[config.mk]
export PLATFORM = sky130hd
export DESIGN_NAME = gyro_turn_p_controller
export DESIGN_NICKNAME = d
export VERILOG_FILES = /design/src/rtl/core/gtpc_pkg.sv /design/src/rtl/core/gtpc_cfg.sv /design/src/rtl/core/gtpc_drive.sv /design/src/rtl/core/gyro_turn_p_controller.sv
export SDC_FILE = /design/constraint.sdc
export NUM_CORES = 1
export LEC_CHECK = 0
export BUFFER_PORTS_ARGS = -buffer_cell sky130_fd_sc_hd__buf_4
export CORE_ASPECT_RATIO = 1.25
export CORE_MARGIN = 5
export CORE_UTILIZATION = 60
export CTS_CLUSTER_DIAMETER = 60
export DETAILED_ROUTE_END_ITERATION = 12
export GPL_ROUTABILITY_DRIVEN = 0
export PLACE_DENSITY = 0.85
export SYNTH_ARGS = -nofsm -noshare
export SYNTH_HDL_FRONTEND = slang
export SYNTH_SLANG_ARGS = --single-unit
[constraint.sdc]
create_clock -name i_clk -period 29.6 [get_ports i_clk]
set_input_delay 1.48 -clock i_clk [delete_from_list [all_inputs] [get_ports i_clk]]
set_output_delay 1.48 -clock i_clk [all_outputs]
set_load 0.01 [all_outputs]
[src/rtl/core/gtpc_pkg.sv]
package gtpc_pkg;

    localparam int ANGLE_W   = 16;
    localparam int GYRO_W    = 17;
    localparam int HEAD_W    = 18;
    localparam int ERR_W     = 19;
    localparam int MAG_W     = 18;
    localparam int GAIN_W    = 8;
    localparam int POWER_W   = 7;
    localparam int DRIVE_W   = 8;
    localparam int TICK_W    = 16;
    localparam int BAND_W    = 10;
    localparam int CFG_IDX_W = 3;
    localparam int CFG_DAT_W = 16;
    localparam int PROD_W    = MAG_W + GAIN_W;

    localparam logic       FUNC_START = 1'b0;
    localparam logic       FUNC_TICK  = 1'b1;
    localparam logic [3:0] DIR_ADD    = 4'd8;
    localparam logic [3:0] DIR_SUB    = 4'd9;

    localparam logic [TICK_W-1:0] TICK_MAX = '1;

    typedef enum logic [CFG_IDX_W-1:0] {
        CFG_MAX_POWER      = 3'd0,
        CFG_MIN_POWER      = 3'd1,
        CFG_TIMEOUT_MS     = 3'd2,
        CFG_GAIN_FAR       = 3'd3,
        CFG_GAIN_NEAR      = 3'd4,
        CFG_NEAR_THRESHOLD = 3'd5,
        CFG_SETTLE_BAND    = 3'd6,
        CFG_SETTLE_MS      = 3'd7
    } t_cfg_idx;

    typedef struct packed {
        logic [POWER_W-1:0] max_power;
        logic [POWER_W-1:0] min_power;
        logic [TICK_W-1:0]  timeout_ms;
        logic [GAIN_W-1:0]  gain_far;
        logic [GAIN_W-1:0]  gain_near;
        logic [ANGLE_W-1:0] near_threshold;
        logic [BAND_W-1:0]  settle_band;
        logic [TICK_W-1:0]  settle_ms;
    } t_cfg;

    localparam t_cfg CFG_RESET = '{
        max_power:      7'd87,
        min_power:      7'd22,
        timeout_ms:     16'd3000,
        gain_far:       8'd84,
        gain_near:      8'd102,
        near_threshold: 16'd200,
        settle_band:    10'd10,
        settle_ms:      16'd200
    };

endpackage

[src/rtl/core/gtpc_cfg.sv]
module gtpc_cfg (
    input  logic                           i_clk,
    input  logic                           i_rst_n,
    input  logic                           i_cfg_valid,
    output logic                           o_cfg_ready,
    input  logic [gtpc_pkg::CFG_IDX_W-1:0] i_cfg_index,
    input  logic [gtpc_pkg::CFG_DAT_W-1:0] i_cfg_data,
    output gtpc_pkg::t_cfg                 o_cfg
);
    import gtpc_pkg::*;

    t_cfg r_cfg;
    t_cfg n_cfg;

    assign o_cfg_ready = 1'b1;
    assign o_cfg       = r_cfg;

    always_comb begin
        n_cfg = r_cfg;
        if (i_cfg_valid) begin
            unique case (t_cfg_idx'(i_cfg_index))
                CFG_MAX_POWER:      n_cfg.max_power      = i_cfg_data[POWER_W-1:0];
                CFG_MIN_POWER:      n_cfg.min_power      = i_cfg_data[POWER_W-1:0];
                CFG_TIMEOUT_MS:     n_cfg.timeout_ms     = i_cfg_data[TICK_W-1:0];
                CFG_GAIN_FAR:       n_cfg.gain_far       = i_cfg_data[GAIN_W-1:0];
                CFG_GAIN_NEAR:      n_cfg.gain_near      = i_cfg_data[GAIN_W-1:0];
                CFG_NEAR_THRESHOLD: n_cfg.near_threshold = i_cfg_data[ANGLE_W-1:0];
                CFG_SETTLE_BAND:    n_cfg.settle_band    = i_cfg_data[BAND_W-1:0];
                CFG_SETTLE_MS:      n_cfg.settle_ms      = i_cfg_data[TICK_W-1:0];
                default:            n_cfg = r_cfg;
            endcase
        end
    end

    always_ff @(posedge i_clk) begin
        if (!i_rst_n) begin
            r_cfg <= CFG_RESET;
        end else begin
            r_cfg <= n_cfg;
        end
    end

endmodule

[src/rtl/core/gtpc_drive.sv]
module gtpc_drive (
    input  logic [gtpc_pkg::MAG_W-1:0]   i_err_mag,
    input  logic                         i_err_neg,
    input  logic [gtpc_pkg::GAIN_W-1:0]  i_gain,
    input  logic [gtpc_pkg::POWER_W-1:0] i_min_power,
    input  logic [gtpc_pkg::POWER_W-1:0] i_max_power,
    output logic [gtpc_pkg::DRIVE_W-1:0] o_drive
);
    import gtpc_pkg::*;

    logic [PROD_W-1:0]          prod;
    logic [PROD_W-GAIN_W-1:0]   q_mag;
    logic [PROD_W-GAIN_W-1:0]   lo_mag;
    logic [POWER_W-1:0]         mag;

    // magnitude path: truncation toward zero is a plain shift
    assign prod = PROD_W'(i_err_mag) * PROD_W'(i_gain);
    assign q_mag = prod[PROD_W-1:GAIN_W];

    always_comb begin
        lo_mag = q_mag;
        if (q_mag != '0 && q_mag < (PROD_W-GAIN_W)'(i_min_power)) begin
            lo_mag = (PROD_W-GAIN_W)'(i_min_power);
        end
        if (lo_mag > (PROD_W-GAIN_W)'(i_max_power)) begin
            mag = i_max_power;
        end else begin
            mag = lo_mag[POWER_W-1:0];
        end
    end

    assign o_drive = i_err_neg ? (DRIVE_W'(0) - {1'b0, mag}) : {1'b0, mag};

endmodule

[src/rtl/core/gyro_turn_p_controller.sv]
// Channel   Direction  Handshake                 Payload
// input     in         i_in_valid / o_in_stall   func, direction, target_degrees, gyro_reading
// result    out        o_out_valid / i_out_stall left_power, right_power, busy_res, timed_out
// config    in         i_cfg_valid / o_cfg_ready cfg_index, cfg_data
//
// One item per cycle sustained while the result is not stalled.
// Stage one registers the item, stage two updates turn state, runs the gain multiply
// and power clamp, and registers the result.
// Reset (synchronous, active low) restores register defaults and clears turn state.
// A stalled result holds stage two; stage one still takes one more item behind it.
module gyro_turn_p_controller (
    input  logic                                 i_clk,
    input  logic                                 i_rst_n,
    input  logic                                 i_in_valid,
    output logic                                 o_in_stall,
    input  logic                                 i_func,
    input  logic [3:0]                           i_direction,
    input  logic [gtpc_pkg::ANGLE_W-1:0]         i_target_degrees,
    input  logic signed [gtpc_pkg::GYRO_W-1:0]   i_gyro_reading,
    output logic                                 o_out_valid,
    input  logic                                 i_out_stall,
    output logic signed [gtpc_pkg::DRIVE_W-1:0]  o_left_power,
    output logic signed [gtpc_pkg::DRIVE_W-1:0]  o_right_power,
    output logic                                 o_busy_res,
    output logic                                 o_timed_out,
    input  logic                                 i_cfg_valid,
    output logic                                 o_cfg_ready,
    input  logic [gtpc_pkg::CFG_IDX_W-1:0]       i_cfg_index,
    input  logic [gtpc_pkg::CFG_DAT_W-1:0]       i_cfg_data
);
    import gtpc_pkg::*;

    t_cfg cfg;

    logic                      r_in_valid;
    logic                      r_func;
    logic [3:0]                r_direction;
    logic [ANGLE_W-1:0]        r_angle;
    logic signed [GYRO_W-1:0]  r_gyro;

    logic signed [HEAD_W-1:0]  r_target, n_target;
    logic                      r_near, n_near;
    logic                      r_running, n_running;
    logic [TICK_W-1:0]         r_elapsed, n_elapsed;
    logic [TICK_W-1:0]         r_settle, n_settle;
    logic                      r_tflag, n_tflag;

    logic                      r_out_valid;
    logic [DRIVE_W-1:0]        r_left, n_left;
    logic                      r_busy, n_busy;
    logic                      r_tmo, n_tmo;

    logic                      adv;
    logic                      in_accept;
    logic signed [ERR_W-1:0]   err;
    logic [MAG_W-1:0]          err_mag;
    logic [ERR_W-1:0]          err_abs;
    logic [DRIVE_W-1:0]        drive;
    logic [TICK_W-1:0]         settle_inc;

    gtpc_cfg u_cfg (
        .i_clk       (i_clk),
        .i_rst_n     (i_rst_n),
        .i_cfg_valid (i_cfg_valid),
        .o_cfg_ready (o_cfg_ready),
        .i_cfg_index (i_cfg_index),
        .i_cfg_data  (i_cfg_data),
        .o_cfg       (cfg)
    );

    assign adv        = !r_out_valid || !i_out_stall;
    assign o_in_stall = r_in_valid && !adv;
    assign in_accept  = i_in_valid && !o_in_stall;

    assign err     = ERR_W'(r_target) - ERR_W'(r_gyro);
    assign err_abs = err[ERR_W-1] ? (ERR_W'(0) - err) : err;
    assign err_mag = err_abs[MAG_W-1:0];

    gtpc_drive u_drive (
        .i_err_mag   (err_mag),
        .i_err_neg   (err[ERR_W-1]),
        .i_gain      (r_near ? cfg.gain_near : cfg.gain_far),
        .i_min_power (cfg.min_power),
        .i_max_power (cfg.max_power),
        .o_drive     (drive)
    );

    always_comb begin
        n_target  = r_target;
        n_near    = r_near;
        n_running = r_running;
        n_elapsed = r_elapsed;
        n_settle  = r_settle;
        n_tflag   = r_tflag;
        n_left    = '0;
        n_busy    = 1'b0;
        n_tmo     = 1'b0;
        settle_inc = (r_settle == TICK_MAX) ? r_settle : r_settle + 1'b1;
        priority if (r_func == FUNC_START) begin
            n_target = HEAD_W'(r_gyro);
            if (r_direction == DIR_ADD) begin
                n_target = HEAD_W'(r_gyro) + HEAD_W'(r_angle);
            end else if (r_direction == DIR_SUB) begin
                n_target = HEAD_W'(r_gyro) - HEAD_W'(r_angle);
            end
            n_near    = r_angle < cfg.near_threshold;
            n_running = 1'b1;
            n_elapsed = '0;
            n_settle  = '0;
            n_tflag   = 1'b0;
            n_busy    = 1'b1;
        end else if (!r_running) begin
            n_tmo = r_tflag;
        end else if (r_elapsed >= cfg.timeout_ms) begin
            n_running = 1'b0;
            n_tflag   = 1'b1;
            n_tmo     = 1'b1;
        end else begin
            n_settle  = (err_mag > MAG_W'(cfg.settle_band)) ? '0 : settle_inc;
            n_elapsed = (r_elapsed == TICK_MAX) ? r_elapsed : r_elapsed + 1'b1;
            if (n_settle > cfg.settle_ms) begin
                n_running = 1'b0;
            end else begin
                n_left = drive;
                n_busy = 1'b1;
            end
        end
    end

    always_ff @(posedge i_clk) begin
        if (!i_rst_n) begin
            r_in_valid  <= 1'b0;
            r_out_valid <= 1'b0;
            r_target    <= '0;
            r_near      <= 1'b0;
            r_running   <= 1'b0;
            r_elapsed   <= '0;
            r_settle    <= '0;
            r_tflag     <= 1'b0;
        end else begin
            if (adv) begin
                r_out_valid <= r_in_valid;
                r_in_valid  <= in_accept;
            end else if (in_accept) begin
                r_in_valid <= 1'b1;
            end
            if (adv && r_in_valid) begin
                r_target  <= n_target;
                r_near    <= n_near;
                r_running <= n_running;
                r_elapsed <= n_elapsed;
                r_settle  <= n_settle;
                r_tflag   <= n_tflag;
            end
        end
    end

    always_ff @(posedge i_clk) begin
        if (in_accept) begin
            r_func      <= i_func;
            r_direction <= i_direction;
            r_angle     <= i_target_degrees;
            r_gyro      <= i_gyro_reading;
        end
        if (adv && r_in_valid) begin
            r_left <= n_left;
            r_busy <= n_busy;
            r_tmo  <= n_tmo;
        end
    end

    assign o_out_valid   = r_out_valid;
    assign o_left_power  = r_left;
    assign o_right_power = DRIVE_W'(0) - r_left;
    assign o_busy_res    = r_busy;
    assign o_timed_out   = r_tmo;

`ifndef SYNTHESIS
    a_idle_zero: assert property (@(posedge i_clk) disable iff (!i_rst_n)
        o_out_valid && !o_busy_res |-> o_left_power == '0)
        else $error("idle result carries nonzero drive");

    a_tmo_not_busy: assert property (@(posedge i_clk) disable iff (!i_rst_n)
        o_out_valid && o_timed_out |-> !o_busy_res)
        else $error("timeout result flagged busy");

    a_run_ends_on_beat: assert property (@(posedge i_clk) disable iff (!i_rst_n)
        $fell(r_running) |-> $past(adv && r_in_valid))
        else $error("turn ended without a processed beat");

    a_state_holds_on_stall: assert property (@(posedge i_clk) disable iff (!i_rst_n)
        r_out_valid && i_out_stall |=> $stable(r_elapsed) && $stable(r_settle))
        else $error("turn state moved while result stalled");
`endif

endmodule

=== Yosys cells after proc, flatten, opt, wreduce, memory -nomap -nowiden ===
Index checks and enable logic that the tools add are counted.

* Add/sub/neg operators: 8
* Multipliers: 1
* $lt $le $gt $ge: 6
* Equal/unequal tests: 15
* Multiplexer cells: 27
* Bitwise operators: 3
* Reduce and logical (&&, ||, !) cells: 26

{| class="wikitable"
|+ Operators by type and width
! cell !! number
|-
| $mux 16 || 9
|-
| $mux 18 || 4
|-
| $add 16x1->16 const B || 2
|-
| $eq 16x16->1 const B || 2
|-
| $mul 18x8->26 || 1
|-
| $sub 18x17->19 || 1
|-
| $add 17x17->18 || 1
|-
| $gt 18x10->1 || 1
|-
| $gt 18x7->1 || 1
|-
| $lt 18x7->1 || 1
|-
| $reduce_and 2->1 || 9
|-
| $reduce_bool 18->1 || 1
|-
| $sub 1x18->18 const A || 1
|-
| $sub 17x17->18 || 1
|-
| $ge 16x16->1 || 1
|-
| $gt 16x16->1 || 1
|-
| $lt 16x16->1 || 1
|-
| $mux 7 || 2
|-
| $eq 3x3->1 const B || 4
|-
| $mux 1 || 11
|-
| $eq 4x4->1 const B || 2
|-
| $mux 8 || 1
|-
| $sub 1x7->8 const A || 1
|-
| $sub 1x8->8 const A || 1
|-
| 14 further kinds || 26
|}

* Bits in registers: 191
* Output and inout bits: 21
* Logic and storage cells: 110

=== Logic depth before layout (Yosys ltp) ===
* Depth after elaboration: 11
* Mapped depth: 61

=== Modules after synthesis ===
A second synthesis with hierarchy kept.

* Cell total of the unflattened synthesis: 2183
* Area total of the unflattened synthesis: 18383.9 um2

{| class="wikitable"
|+ Modules (own cells, without submodules)
! module !! times used !! cells an instance !! area each (um2)
|-
| gyro_turn_p_controller || 1 || 1141 || 9231.4
|-
| gtpc_drive || 1 || 713 || 5725.5
|-
| gtpc_cfg || 1 || 329 || 3427.0
|}

=== Worst setup path after synthesis ===
No wires, ideal clock.

* Kind: register -> register
* Start point: reg r_gyro[0]
* End point: reg r_left[6], in the netlist o_left_power[6] (data pin)
* Arrival: 11.562 ns
* Required time: 29.448 ns
* Setup slack: 17.886 ns
* Stages on the path, launching flop included: 52
* Cells stage by stage: edfxtp_1 -> ha_1 -> inv_1 -> fa_1 -> a211oi_2 -> o21ai_1 -> a221o_1 -> a21o_1 -> a21o_1 -> a21o_1 -> a2111oi_0 -> and3b_1 -> o2111ai_1 -> mux2i_1 -> xor2_1 -> nand2b_1 -> fa_1 -> fa_1 -> (+16 left out) -> nor2b_1 -> o21a_1 -> o21a_1 -> o21ai_0 -> nand2b_1 -> a21oi_1 -> nor2b_1 -> o22ai_1 -> o21ai_0 -> or3_1 -> clkbuf_1 -> nand2_1 -> o21a_2 -> ha_1 -> inv_1 -> a211oi_1 -> mux2_1 -> a31oi_1

* Word-level cells in the longest chain between the ends: 11
* Elaborated cells between the ends (all ways): 16

{| class="wikitable"
|+ Ends and longest elaborated chain
! what !! line !! source
|-
| from (decl) || gyro_turn_p_controller.sv:39 || <nowiki>logic signed [GYRO_W-1:0] r_gyro;</nowiki>
|-
| from (signal assigned) || gyro_turn_p_controller.sv:163 || <nowiki>r_gyro <= i_gyro_reading;</nowiki>
|-
| $sub 18x17->19 * || gyro_turn_p_controller.sv:75 || <nowiki>assign err = ERR_W'(r_target) - ERR_W'(r_gyro);</nowiki>
|-
| $sub 1x18->18 || gyro_turn_p_controller.sv:76 || <nowiki>assign err_abs = err[ERR_W-1] ? (ERR_W'(0) - err) : err;</nowiki>
|-
| $mux 18 || gyro_turn_p_controller.sv:76 ||
|-
| $mul 18x8->26 || gtpc_drive.sv:17 || <nowiki>assign prod = PROD_W'(i_err_mag) * PROD_W'(i_gain);</nowiki>
|-
| $lt 18x7->1 / $reduce_bool 18->1 (equally long branches) || gtpc_drive.sv:22 || <nowiki>if (q_mag != '0 && q_mag < (PROD_W-GAIN_W)'(i_min_power)) begin</nowiki>
|-
| $logic_and 1x1->1 || gtpc_drive.sv:22 ||
|-
| $mux 18 || gtpc_drive.sv:22 ||
|-
| $gt 18x7->1 || gtpc_drive.sv:25 || <nowiki>if (lo_mag > (PROD_W-GAIN_W)'(i_max_power)) begin</nowiki>
|-
| $mux 7 || gtpc_drive.sv:25 ||
|-
| $sub 1x7->8 || gtpc_drive.sv:32 || <nowiki>assign o_drive = i_err_neg ? (DRIVE_W'(0) - {1'b0, mag}) : {1'b0, mag};</nowiki>
|-
| $mux 7 || gtpc_drive.sv:32 ||
|-
| to (signal assigned) || gyro_turn_p_controller.sv:166 || <nowiki>r_left <= n_left;</nowiki>
|-
| to (decl) || gyro_turn_p_controller.sv:49 || <nowiki>logic [DRIVE_W-1:0] r_left, n_left;</nowiki>
|}

Mark *: on every way between the ends. The rest lies on a longest branch, timed or not.
A chain may end at the register's enable or synchronous reset.

=== Worst setup path after layout ===
* Start point: reg r_gyro[1]
* End point: reg r_left[6], in the netlist o_left_power[6] (data pin)

Same word-level chain as after synthesis.

==> impl_metrics.sql <==
INSERT INTO impl_metrics (metric_group, metric, value, unit) VALUES
('power_and_ir_drop', 'vdd.ir_drop.worst', '105', 'uV'),
('floorplan', 'start_util', '60.9', '%'),
('clock_tree', 'tritoncts.num_buffers', '17', ''),
('hold_path', 'holdCritPathClass', 'reg -> reg', ''),
('placed_design', 'detailed_place_hpwl', '34800', 'um'),
('placed_design', 'port-buffer-count', '81', ''),
('clock_tree', 'cts_repair_resize_count', '0', ''),
('layout', 'stdcell_count', '2607', ''),
('synth', 'netlist_instances', '2179', ''),
('setup_path', 'cp_slowest_cell', 'or4b_1', ''),
('synth', 'netlist_top_cells_area', 'dfxtp_1 (16%), ha_1 (12%), fa_1 (11%)', ''),
('setup_path', 'worstSetupEndpointType', 'flip-flop', ''),
('clock_tree', 'worst_setup_hold_path_clk_slew', '0.07', 'ns'),
('synth', 'synth_area_leader_cell', 'dfxtp_1', ''),
('grt', 'grt_start_max_net_pins', '121', ''),
('synth', 'post-synth-top-area-fraction', '16.1', '%'),
('synth', 'synth_flop_cell', 'dfxtp_1', ''),
('floorplan', 'i_o_pin_count', '83', ''),
('clock_tree', 'htreeDepth', '4', ''),
('synth', 'synthesis.area', '0.0178', 'mm^2'),
('timing', 'finalSetupViolCount', '0', ''),
('routing', 'detailed_route_iter0_violations', '1354', ''),
('synth', 'synth-warning-count', '0', ''),
('grt', 'globalRoute.totalOverflow', '0', ''),
('timing', 'finalMaxSlewViolations', '0', ''),
('synth', 'synthDistinctLibCells', '93', ''),
('clock_tree', 'cts_setup_buffers', '0', ''),
('synth', 'postSynthAreaPerCell', '8.18', 'um^2'),
('placed_design', 'placedCellCount', '2575', ''),
('synth', 'synth.yosys.seq_area_share', '24.2', '%'),
('clock_tree', 'tritoncts', 'built', ''),
('timing', 'period_minus_slack', '13.91', 'ns'),
('layout', 'post_route_cells_drive_above_1_share', '7.96', '%'),
('routing', 'wirelength', '44400', 'um'),
('routing', 'drtPass1Iterations', '9', ''),
('flow_run', 'timing.max_cap.violations', '0', ''),
('grt', 'total_track_usage', '26.7', '%'),
('timing', 'finalCritPeriodShare', '47.0', '%'),
('timing', 'worstMarginPinSlew', '1.25', 'ns'),
('routing', 'vias_per_cell', '6.02', ''),
('clock_tree', 'cts_sinks', '191', ''),
('synth', 'yosys_register_bits', '191', ''),
('synth', 'post-synth-top-count-cell', 'inv_1', ''),
('layout', 'antennaDiodeCount', '0', ''),
('grt', 'grt_pass1_vias', '15419', ''),
('status', 'status', 'finished, final reports clean', ''),
('floorplan', 'die_area', '0.0333', 'mm^2'),
('setup_path', 'timing.critical_path.max_delay_family', 'compound AO/OA/AOI/OAI gates', ''),
('timing', 'fin_skew', '0.0159', 'ns'),
('power_and_ir_drop', 'design_power_total', '1.92', 'mW'),
('timing', 'final.setup.tns', '0', 'ns'),
('setup_path', 'timing.critical_path.buf_inv', '3', ''),
('setup_path', 'worstPathMaxFanout', '15', ''),
('timing', 'rsz_0062_raised_after_global_routing', 'false', ''),
('grt', 'antenna_found_initial', '0', ''),
('timing', 'setup_slack', '15.69', 'ns'),
('setup_path', 'setup.worst_path.class', 'reg -> reg', ''),
('setup_path', 'worst-endpoint-required', '29.89', 'ns'),
('layout', 'finish.net_count', '2526', ''),
('clock_tree', 'clockBufferDepth', '2', ''),
('routing', 'ant_nets', '0', ''),
('power_and_ir_drop', 'power.density_cell_area', '100', 'mW/mm^2'),
('floorplan', 'core_area', '0.0293', 'mm^2'),
('power_and_ir_drop', 'power.static_leakage', '8.34', 'nW'),
('routing', 'drt_drc_violations_left', '0', ''),
('timing', 'finalHoldViolations', '0', ''),
('synth', 'async_flop_share', '0', '%'),
('clock_tree', 'quantity_of_hold_fixing_buffers_added_after_cts', '0', ''),
('timing', 'timing_limited_maximum_frequency', '71.9', 'MHz'),
('setup_path', 'critical-path-max-stage-delay', '0.86', 'ns'),
('setup_path', 'worst_setup_path_start_kind', 'flip-flop', '');
per-stage QoR:
stage	hold slack, ns	area [um^2]
6_report	0.467	19200
3_5_place_dp	0.457	18600
4_1_cts	0.471	19200
5_1_grt	0.496	19200
2_1_floorplan	0.437	17800
3_3_place_gp	0.450	18600
power by group:
part           internal [mW]  switching (mW)  total [mW]
registers              0.276         0.00712       0.284
logic                  0.548           0.871        1.42
clock network          0.113           0.108       0.221
total                  0.938           0.987        1.92
layout make-up:
class	count	area [um^2]
Multi-Input combinational cell	1623	12100
Fill cell	2427	10100
Sequential cell	191	4300
Inverter	277	1040
Timing Repair Buffer	88	661
Tap cell	396	495
Clock buffer	19	443
Clock inverter	13	129
worst min-delay path, stage by stage, from the launching register on:
cell	delay [ns]
dfxtp_1	0.31
nand2_1	0.05
a21boi_0	0.06
routing by layer:
metal | global-route usage, % | wire length, um | vias to the layer above
li1 | - | - | 7497
met1 | 32.5 | 17900 | 7447
met2 | 46.1 | 21900 | 599
met3 | 3.96 | 2630 | 148
met4 | 12.9 | 2080 | 0
met5 | 0 | 0 | -
kinds of logic (layout without fill, tap and decap cells):
group	Yosys count	in the layout	share of synthesized area, %
xor+xnor	68	68	3.39
other cells	1	1	0.0211
buf+inv	365	397	8.00
flops	191	191	24.2
mux	45	45	2.87
fa+ha+maj	266	266	22.8
compound gates	494	494	19.0
simple gates	749	749	19.7
state kept, by name, summed over array words and instances (netlist names):
name	count
r_tflag	1
r_target	18
r_angle	16
r_direction	4
r_settle	16
o_out_valid	1
r_gyro	17
o_left_power	8
o_busy_res	1
o_timed_out	1
r_elapsed	16
u_cfg.o_cfg	88
r_in_valid	1
r_near	1
r_func	1
r_running	1
worst paths after layout:
check	start	to	slack (ns)	depth (start not counted)
max reg2reg	r_gyro[1]	o_left_power[6]	15.69	49
min	u_cfg.o_cfg[24]	u_cfg.o_cfg[24]	0.47	2
max	r_gyro[1]	o_left_power[6]	15.69	49
min reg2reg	u_cfg.o_cfg[24]	u_cfg.o_cfg[24]	0.47	2
placed cells by master, fill, tap and decap left out, drive strengths merged, types with 40 or more instances in the layout:
cell type	count
inv	281
nand3	69
nor2	181
fa	98
a21boi	70
ha	168
o21ai	79
buf	88
a21oi	103
edfxtp	48
o211ai	40
nand2	274
dfxtp	143
xnor2	43
Note: power is estimated with default switching activity, not from simulation.
